`config.mk`:
```
export PLATFORM = sky130hd
export DESIGN_NAME = cpu_load_idle_delta_monitor
export DESIGN_NICKNAME = d
export VERILOG_FILES = /design/src/rtl/core/clidm_pkg.sv /design/src/rtl/core/clidm_sub.sv /design/src/rtl/core/clidm_core.sv /design/src/rtl/core/cpu_load_idle_delta_monitor.sv
export SDC_FILE = /design/constraint.sdc
export NUM_CORES = 1
export LEC_CHECK = 0
export BUFFER_PORTS_ARGS = -buffer_cell sky130_fd_sc_hd__buf_2
export CORE_MARGIN = 2
export CORE_UTILIZATION = 45
export DETAILED_ROUTE_END_ITERATION = 8
export GPL_ROUTABILITY_DRIVEN = 1
export PLACE_DENSITY_LB_ADDON = 0.15
export SETUP_SLACK_MARGIN = 0.05
export SLEW_MARGIN = 20
export SYNTH_ARGS = -nofsm -noshare
export SYNTH_HDL_FRONTEND = slang
export SYNTH_SLANG_ARGS = --single-unit
export TNS_END_PERCENT = 50
```
`constraint.sdc`:
```
create_clock -name clk_i -period 12.64 [get_ports clk_i]
set_input_delay 3.792 -clock clk_i [delete_from_list [all_inputs] [get_ports clk_i]]
set_output_delay 3.792 -clock clk_i [all_outputs]
set_load 0.01 [all_outputs]
```
`src/rtl/core/clidm_pkg.sv`:
```
// ----------------------------------------------------------------------------
// clidm_pkg
// Shared types and constants for the cpu load idle delta monitor.
// ----------------------------------------------------------------------------
package clidm_pkg;

  // default width of the free-running counters
  localparam int unsigned CounterBits = 32;
  // width of a percent value (0..100)
  localparam int unsigned PctBits = 7;
  // width of the wrapping sample counters
  localparam int unsigned TallyBits = 32;
  // reset value of the peak limit register
  localparam logic [PctBits-1:0] PeakLimitRst = 7'd100;

  // function codes
  localparam logic FUNC_SAMPLE = 1'b0;
  localparam logic FUNC_PEAK_CLR = 1'b1;

  // result status codes
  localparam logic [2:0] ST_OK = 3'd0;
  localparam logic [2:0] ST_NO_SNAP = 3'd1;
  localparam logic [2:0] ST_BASELINE = 3'd2;
  localparam logic [2:0] ST_ZERO = 3'd3;
  localparam logic [2:0] ST_ANOMALY = 3'd4;
  localparam logic [2:0] ST_PEAK_RESET = 3'd5;

  typedef struct packed {
    logic        func;
    logic        snapshot_ok;
    logic [31:0] total_count;
    logic [31:0] idle_count;
  } in_t;

  typedef struct packed {
    logic [PctBits-1:0]   load_pct;
    logic [2:0]           status;
    logic [PctBits-1:0]   peak_pct;
    logic [PctBits-1:0]   last_window_pct;
    logic                 peak_ok;
    logic [TallyBits-1:0] ok_total;
    logic [TallyBits-1:0] skip_total;
  } out_t;

endpackage

```
`src/rtl/core/clidm_sub.sv`:
```
// ----------------------------------------------------------------------------
// clidm_sub
// Shared subtract and compare unit: a - b with borrow out.
// ----------------------------------------------------------------------------
module clidm_sub #(
  parameter int unsigned Width = 39
) (
  input  logic [Width-1:0] a_i,
  input  logic [Width-1:0] b_i,
  output logic [Width-1:0] diff_o,
  output logic             borrow_o
);

  logic [Width:0] full;

  assign full     = {1'b0, a_i} - {1'b0, b_i};
  assign diff_o   = full[Width-1:0];
  assign borrow_o = full[Width];

endmodule

```
`src/rtl/core/clidm_core.sv`:
```
// ----------------------------------------------------------------------------
// clidm_core
// Sequencer and state of the load monitor. Deltas, the idle/total compare
// and a 7-step restoring division all run through one shared subtractor.
// ----------------------------------------------------------------------------
module clidm_core #(
  parameter int unsigned CounterBits = clidm_pkg::CounterBits
) (
  input  logic                          clk_i,
  input  logic                          rst_ni,
  input  logic                          in_valid_i,
  output logic                          in_ready_o,
  input  clidm_pkg::in_t                in_data_i,
  input  logic [clidm_pkg::PctBits-1:0] limit_i,
  output logic                          fin_valid_o,
  input  logic                          fin_ready_i,
  output clidm_pkg::out_t               fin_data_o
);

  localparam int unsigned PB = clidm_pkg::PctBits;
  localparam int unsigned TB = clidm_pkg::TallyBits;
  // remainder must hold 100 * busy
  localparam int unsigned WW = CounterBits + PB;

  localparam logic [2:0] S_IDLE  = 3'd0;
  localparam logic [2:0] S_DT    = 3'd1;
  localparam logic [2:0] S_DI    = 3'd2;
  localparam logic [2:0] S_CMP   = 3'd3;
  localparam logic [2:0] S_SCALE = 3'd4;
  localparam logic [2:0] S_DIV   = 3'd5;
  localparam logic [2:0] S_FIN   = 3'd6;

  logic [2:0] state_q, state_d;
  logic [2:0] status_q, status_d;
  logic [2:0] bit_q, bit_d;
  logic [PB-1:0] quo_q, quo_d;
  logic [WW-1:0] rem_q, rem_d;
  logic [CounterBits-1:0] dt_q, dt_d;
  logic [CounterBits-1:0] tot_q, tot_d;
  logic [CounterBits-1:0] idl_q, idl_d;

  logic                   base_q, base_d;
  logic [CounterBits-1:0] prev_tot_q, prev_tot_d;
  logic [CounterBits-1:0] prev_idl_q, prev_idl_d;
  logic [PB-1:0]          window_q, window_d;
  logic [PB-1:0]          peak_q, peak_d;
  logic [TB-1:0]          good_q, good_d;
  logic [TB-1:0]          skip_q, skip_d;

  logic [WW-1:0] sub_a, sub_b, sub_diff;
  logic          sub_borrow;
  logic          accept;
  logic          commit;
  logic [PB-1:0] load_c;
  logic [PB-1:0] load_out;

  clidm_sub #(.Width(WW)) u_sub (
    .a_i     (sub_a),
    .b_i     (sub_b),
    .diff_o  (sub_diff),
    .borrow_o(sub_borrow)
  );

  assign in_ready_o  = (state_q == S_IDLE);
  assign accept      = in_valid_i && in_ready_o;
  assign fin_valid_o = (state_q == S_FIN);
  assign commit      = fin_valid_o && fin_ready_i;

  // operand select for the shared subtractor
  always_comb begin
    sub_a = WW'(tot_q);
    sub_b = WW'(prev_tot_q);
    case (state_q)
      S_DI: begin
        sub_a = WW'(idl_q);
        sub_b = WW'(prev_idl_q);
      end
      S_CMP: begin
        sub_a = WW'(dt_q);
        sub_b = rem_q;
      end
      S_DIV: begin
        sub_a = rem_q;
        sub_b = WW'(dt_q) << bit_q;
      end
      default: begin
        sub_a = WW'(tot_q);
        sub_b = WW'(prev_tot_q);
      end
    endcase
  end

  // ceiling: bump the floor quotient when a remainder is left
  assign load_c   = quo_q + PB'(rem_q != '0);
  assign load_out = (status_q == clidm_pkg::ST_OK) ? load_c : '0;

  always_comb begin
    state_d  = state_q;
    status_d = status_q;
    bit_d    = bit_q;
    quo_d    = quo_q;
    rem_d    = rem_q;
    dt_d     = dt_q;
    tot_d    = tot_q;
    idl_d    = idl_q;
    case (state_q)
      S_IDLE: begin
        if (accept) begin
          tot_d   = CounterBits'(in_data_i.total_count);
          idl_d   = CounterBits'(in_data_i.idle_count);
          state_d = S_FIN;
          if (in_data_i.func == clidm_pkg::FUNC_PEAK_CLR) begin
            status_d = clidm_pkg::ST_PEAK_RESET;
          end else if (!in_data_i.snapshot_ok) begin
            status_d = clidm_pkg::ST_NO_SNAP;
          end else if (!base_q) begin
            status_d = clidm_pkg::ST_BASELINE;
          end else begin
            state_d = S_DT;
          end
        end
      end
      S_DT: begin
        dt_d    = sub_diff[CounterBits-1:0];
        state_d = S_DI;
      end
      S_DI: begin
        if (dt_q == '0) begin
          status_d = clidm_pkg::ST_ZERO;
          state_d  = S_FIN;
        end else begin
          rem_d   = WW'(sub_diff[CounterBits-1:0]);
          state_d = S_CMP;
        end
      end
      S_CMP: begin
        // borrow here means idle delta exceeds total delta
        if (sub_borrow) begin
          status_d = clidm_pkg::ST_ANOMALY;
          state_d  = S_FIN;
        end else begin
          rem_d   = WW'(sub_diff[CounterBits-1:0]);
          state_d = S_SCALE;
        end
      end
      S_SCALE: begin
        // 100 * busy = 64b + 32b + 4b
        rem_d   = (rem_q << 6) + (rem_q << 5) + (rem_q << 2);
        quo_d   = '0;
        bit_d   = 3'(PB - 1);
        state_d = S_DIV;
      end
      S_DIV: begin
        if (!sub_borrow) begin
          rem_d        = sub_diff;
          quo_d[bit_q] = 1'b1;
        end
        if (bit_q == '0) begin
          status_d = clidm_pkg::ST_OK;
          state_d  = S_FIN;
        end else begin
          bit_d = bit_q - 3'd1;
        end
      end
      S_FIN: begin
        if (fin_ready_i) begin
          state_d = S_IDLE;
        end
      end
      default: begin
        state_d = S_IDLE;
      end
    endcase
  end

  // monitor state, updated when the result is handed over
  always_comb begin
    base_d     = base_q;
    prev_tot_d = prev_tot_q;
    prev_idl_d = prev_idl_q;
    window_d   = window_q;
    peak_d     = peak_q;
    good_d     = good_q;
    skip_d     = skip_q;
    case (status_q)
      clidm_pkg::ST_PEAK_RESET: begin
        peak_d   = '0;
        window_d = '0;
      end
      clidm_pkg::ST_NO_SNAP, clidm_pkg::ST_ZERO: begin
        skip_d = skip_q + 1'b1;
      end
      clidm_pkg::ST_BASELINE, clidm_pkg::ST_ANOMALY: begin
        base_d     = 1'b1;
        prev_tot_d = tot_q;
        prev_idl_d = idl_q;
        skip_d     = skip_q + 1'b1;
      end
      clidm_pkg::ST_OK: begin
        prev_tot_d = tot_q;
        prev_idl_d = idl_q;
        window_d   = load_c;
        good_d     = good_q + 1'b1;
        if (load_c > peak_q) begin
          peak_d = load_c;
        end
      end
      default: begin
        skip_d = skip_q;
      end
    endcase
  end

  assign fin_data_o.load_pct        = load_out;
  assign fin_data_o.status          = status_q;
  assign fin_data_o.peak_pct        = peak_d;
  assign fin_data_o.last_window_pct = window_d;
  assign fin_data_o.peak_ok         = (peak_d <= limit_i);
  assign fin_data_o.ok_total        = good_d;
  assign fin_data_o.skip_total      = skip_d;

  always_ff @(posedge clk_i or negedge rst_ni) begin
    if (!rst_ni) begin
      state_q    <= S_IDLE;
      base_q     <= 1'b0;
      prev_tot_q <= '0;
      prev_idl_q <= '0;
      window_q   <= '0;
      peak_q     <= '0;
      good_q     <= '0;
      skip_q     <= '0;
    end else begin
      state_q <= state_d;
      if (commit) begin
        base_q     <= base_d;
        prev_tot_q <= prev_tot_d;
        prev_idl_q <= prev_idl_d;
        window_q   <= window_d;
        peak_q     <= peak_d;
        good_q     <= good_d;
        skip_q     <= skip_d;
      end
    end
  end

  always_ff @(posedge clk_i) begin
    status_q <= status_d;
    bit_q    <= bit_d;
    quo_q    <= quo_d;
    rem_q    <= rem_d;
    dt_q     <= dt_d;
    tot_q    <= tot_d;
    idl_q    <= idl_d;
  end

endmodule

```
`src/rtl/core/cpu_load_idle_delta_monitor.sv`:
```
// ----------------------------------------------------------------------------
// cpu_load_idle_delta_monitor
// Busy percent from free-running total and idle run-time counters.
// ----------------------------------------------------------------------------
// Each request carries the current total and idle counter values (or a peak
// clear) and returns exactly one result. A sample request runs two
// wrap-around deltas and the idle/total compare on one shared subtractor of
// COUNTER_BITS+7 bits, then a shift-add scale by 100 and a 7-step restoring
// division on the same subtractor. Peak clear, missing snapshot and baseline
// requests go straight to the result; a zero-elapsed sample stops after the
// deltas and an anomaly after the compare. in_ready_o is high only
// while the sequencer is idle; the result sits in an output register, so a
// new request can be taken while an earlier result waits. The peak limit
// register may be written at any idle time and takes effect on the next
// result.
module cpu_load_idle_delta_monitor #(
  parameter int unsigned COUNTER_BITS = clidm_pkg::CounterBits
) (
  input  logic                          clk_i,
  input  logic                          rst_ni,
  input  logic                          in_valid_i,
  output logic                          in_ready_o,
  input  clidm_pkg::in_t                in_data_i,
  output logic                          out_valid_o,
  input  logic                          out_ready_i,
  output clidm_pkg::out_t               out_data_o,
  input  logic                          cfg_we_i,
  input  logic [clidm_pkg::PctBits-1:0] cfg_data_i
);

  logic [clidm_pkg::PctBits-1:0] limit_q;
  logic                          fin_valid;
  logic                          fin_ready;
  clidm_pkg::out_t               fin_data;
  logic                          out_valid_q;
  clidm_pkg::out_t               out_data_q;

  clidm_core #(.CounterBits(COUNTER_BITS)) u_core (
    .clk_i      (clk_i),
    .rst_ni     (rst_ni),
    .in_valid_i (in_valid_i),
    .in_ready_o (in_ready_o),
    .in_data_i  (in_data_i),
    .limit_i    (limit_q),
    .fin_valid_o(fin_valid),
    .fin_ready_i(fin_ready),
    .fin_data_o (fin_data)
  );

  // output slot is free when empty or being drained
  assign fin_ready = !out_valid_q || out_ready_i;

  always_ff @(posedge clk_i or negedge rst_ni) begin
    if (!rst_ni) begin
      limit_q     <= clidm_pkg::PeakLimitRst;
      out_valid_q <= 1'b0;
    end else begin
      if (cfg_we_i) begin
        limit_q <= cfg_data_i;
      end
      if (fin_ready) begin
        out_valid_q <= fin_valid;
      end
    end
  end

  always_ff @(posedge clk_i) begin
    if (fin_valid && fin_ready) begin
      out_data_q <= fin_data;
    end
  end

  assign out_valid_o = out_valid_q;
  assign out_data_o  = out_data_q;

`ifndef SYNTHESIS
  a_skip_zero_load: assert property (@(posedge clk_i) disable iff (!rst_ni)
    out_valid_o && (out_data_o.status != clidm_pkg::ST_OK) |-> out_data_o.load_pct == '0)
    else $error("load_pct nonzero on a skipped request");

  a_load_range: assert property (@(posedge clk_i) disable iff (!rst_ni)
    out_valid_o |-> out_data_o.load_pct <= 7'd100)
    else $error("load_pct above 100");

  a_peak_ge_window: assert property (@(posedge clk_i) disable iff (!rst_ni)
    out_valid_o |-> out_data_o.peak_pct >= out_data_o.last_window_pct)
    else $error("peak below last window");

  a_busy_after_accept: assert property (@(posedge clk_i) disable iff (!rst_ni)
    in_valid_i && in_ready_o |=> !in_ready_o)
    else $error("sequencer took a request without leaving idle");
`endif

endmodule

```
==> flow_metrics.env <==
export IMPL_fp_row_count=83
export IMPL_cts_root_buf="clkbuf_16"
export IMPL_fin_skew_ps=20.0
export IMPL_r2r_slack_ps=6620
export IMPL_max_freq_mhz=166
export IMPL_slew_headroom_pct=25.9
export IMPL_tightest_slew_ps=1110
export IMPL_slowest_stage="a2111oi_0"
export IMPL_die_area_sq_mm=0.0536
export IMPL_vias=17000
export IMPL_crit_path_start_kind="flop"
export IMPL_syn_avg_cell_area_sq_um=10.6
export IMPL_crit_required_ps=12840
export IMPL_grt_total_usage_pct=22.2
export IMPL_path_cells="nand2b_2 -> buf_4 -> o21ai_0 -> a22oi_1 -> ha_1 -> nor2b_1 -> o2111ai_1 -> a2111oi_0 -> o31ai_1 -> nand2_1 -> a21oi_1 -> o22a_1 -> and2_1 -> nor2_4 -> buf_4"
export IMPL_grt_pass1_wl_um=94200
export IMPL_routed_wl_um=59600
export IMPL_hp_start="u_core.window_q[1]"
export IMPL_antenna_found_initial=0
export IMPL_hp_class="reg -> reg"
export IMPL_hold_violations=0
export IMPL_synth_area_leader_cell="edfxtp_1"
export IMPL_critPathMostFrequentCell="buf_4"
export IMPL_dp_cells=2964
export IMPL_endpoint_kind="flop"
export IMPL_tritoncts="built"
export IMPL_insertion_delay_ps=570
export IMPL_yosys_area_top_type_share_pct=30.6
export IMPL_ys_seq_area_share_pct=47.1
export IMPL_post_route_min_period_ps=6020
export IMPL_ys_types=80
export IMPL_drtAntennaViolNets=0
export IMPL_initial_core_util_pct=45.5
export IMPL_ys_top_cells_by_area="edfxtp_1 31%, dfrtp_1 16%, ha_1 5.9%"
export IMPL_synth_net_count=2421
export IMPL_firstDrtPassIters=5
export IMPL_whs_path_depth=2
export IMPL_synthFlopType="edfxtp_1"
export IMPL_tns_ps=0
export IMPL_layout_drive_gt1_share_pct=15.7
export IMPL_setup_viol=0
export IMPL_cts_buffer_depth=3
export IMPL_rr_startpoint="u_core.state_q[2]"
export IMPL_cts_buffers=44
export IMPL_drc_errors=0
export IMPL_antennaDiodeCount=0
export IMPL_cts_hold_buf=0
export IMPL_reg2reg_to="u_core.rem_q[17]"
export IMPL_hold_end="u_core.window_q[1]"
export IMPL_area_delta_synth_final_pct=12.3
export IMPL_htreeDepth=2
export IMPL_crit_buf_inv=2
export IMPL_port_buffers=168
export IMPL_io_pins=169
export IMPL_ys_seq_elements=391
export IMPL_dr_first_iter_drc_count=1351
export IMPL_grt_pass1_vias=16900
export IMPL_die_y_um=232
export IMPL_place_congestion=0.946
export IMPL_slew_violations=0
export IMPL_core_area_sq_mm=0.0512
export IMPL_grt_max_degree=93
export IMPL_synth_edff_count=237
export IMPL_cts_num_sinks=391
export IMPL_place_hpwl_um=43800
export IMPL_async_reset_ff_share_pct=39.4
export IMPL_grt_ovfl_total=0
export IMPL_viasPerCell=5.58
export IMPL_rsz0062_at_grt="false"
export IMPL_hold_ws_ps=484
export IMPL_die_width_um=232
export IMPL_cts_setup_buffers=0
export IMPL_drt_wirelength_per_cell_um=19.6
export IMPL_crit_arrival_ps=6220
export IMPL_final_cells=3043
export IMPL_yosysWarnings=0
export IMPL_worstRegToRegCells=15
export IMPL_syn_inst=2200
export IMPL_num_nets_final=2551
export IMPL_final_period_utilization_pct=47.6
export IMPL_clk_pin_slew_ps=60
export IMPL_criticalPathCategory="reg -> reg"
export IMPL_drv_cap=0
export IMPL_max_stage_delay_ps=800
export IMPL_critPathTopFamily="compound AO/OA/AOI/OAI gates"
export IMPL_path_max_fanout=66
export IMPL_fillers=4633
export IMPL_synth_area_sq_mm=0.0233
export IMPL_status="complete, no violations"
export IMPL_cts_resized=0
-- synthesized netlist by cell type, types with 30 or more instances --
cell type	number
nor2_1	162
dfrtp_1	151
o221ai_1	32
edfxtp_1	237
xor2_1	89
mux2_2	83
a31oi_1	30
inv_1	81
clkbuf_1	80
ha_1	109
a21oi_1	115
nand3_1	39
xnor2_1	110
and3_1	35
mux2i_1	95
a21o_1	44
nand2_1	279
fa_1	34
o21ai_0	114
nand4_1	33
-- cell usage in the layout (no fill, tap or decap), drive strengths merged, types with 13 or more instances in the layout --
cell type | Yosys | final
xor2 | 89 | 89
nand3 | 40 | 40
nand4 | 34 | 34
dfrtp | 151 | 151
nor2b | 13 | 13
xnor2 | 110 | 110
a211oi | 15 | 15
o21ai | 117 | 117
and2 | 13 | 13
mux2 | 83 | 83
buf | 21 | 185
clkbuf | 80 | 59
mux2i | 95 | 95
and3 | 35 | 35
ha | 109 | 109
nor2 | 167 | 167
fa | 34 | 34
edfxtp | 237 | 237
inv | 81 | 82
o221ai | 32 | 32
clkinv | 1 | 15
nor3 | 30 | 30
a21o | 44 | 44
a21oi | 115 | 115
o21bai | 16 | 16
nand2 | 280 | 280
a31oi | 30 | 30
nor4 | 13 | 13
-- worst min-delay path, delay by kind of cell (launching register included) --
| family | cells | cell delay (ps) |
|---|---|---|
| AND/OR/NAND/NOR | 2 | 110 |
| flip-flops | 1 | 340 |
-- cell families after synthesis --
family                   Yosys count  synth area share, %
buffers and inverters            183                 3.03
flip-flops                       391                 47.1
AO/OA/AOI/OAI                    443                 12.2
adder cells (fa/ha/maj)          143                 8.78
XOR/XNOR                         199                 7.48
AND/OR/NAND/NOR                  661                 13.2
multiplexers                     180                 8.29
-- layer usage --
| metal | wire length (um) | track usage, % |
|---|---|---|
| met1 | 27200 | 30.2 |
| met2 | 28700 | 37.4 |
| met3 | 2340 | 2.78 |
| met4 | 1370 | 6.17 |
| met5 | 0 | 0 |
-- worst max path at each step --
stage                           start            endpoint  slack, ps  cells past startpoint
finish              u_core.state_q[2]    u_core.rem_q[17]       6620                     15
global route        u_core.state_q[2]    u_core.rem_q[17]       6170                     15
CTS                 u_core.state_q[2]    u_core.rem_q[17]       6560                     14
detailed placement        out_ready_i   u_core.skip_q[14]       6140                      8
global placement          out_ready_i   u_core.skip_q[16]       6220                      8
floorplan                 out_ready_i  u_core.window_q[6]       4840                      7
-- metrics by stage --
| step | utilization [%] | cell area (sq um) | worst slack, ps |
|---|---|---|---|
| after floorplan | - | 23300 | 4840 |
| after global placement | 48.4 | 24800 | 6220 |
| after detailed placement | 48.4 | 24800 | 6140 |
| after CTS | 51.1 | 26200 | 6560 |
| after global routing | 51.1 | 26200 | 6170 |
| final | 51.1 | 26200 | 6620 |
-- flip-flops by register name (all words and copies together) (netlist names) --
name / flops
u_core.tot_q: 32
u_core.state_q: 3
u_core.bit_q: 3
u_core.peak_q: 7
u_core.status_q: 3
out_valid_o: 1
u_core.skip_q: 32
limit_q: 7
u_core.prev_idl_q: 32
u_core.window_q: 7
u_core.quo_q: 7
u_core.rem_q: 39
u_core.dt_q: 32
out_data_o: 89
u_core.prev_tot_q: 32
u_core.idl_q: 32
u_core.base_q: 1
u_core.good_q: 32
-- cell type report --
| cell class | count | area (sq um) | share of cell area (%) |
|---|---|---|---|
| clock buffer | 59 | 1210 | 4.61 |
| sequential | 391 | 11000 | 42.0 |
| tap | 680 | 851 | 3.25 |
| multi-input combinational | 1626 | 11700 | 44.5 |
| timing repair buffer | 185 | 975 | 3.72 |
| clock inverter | 20 | 194 | 0.741 |
| inverter | 82 | 310 | 1.19 |
Power is left out: the tool's default activity adds up to more than one toggle a clock period on the data nets, which glitch-free logic cannot reach.
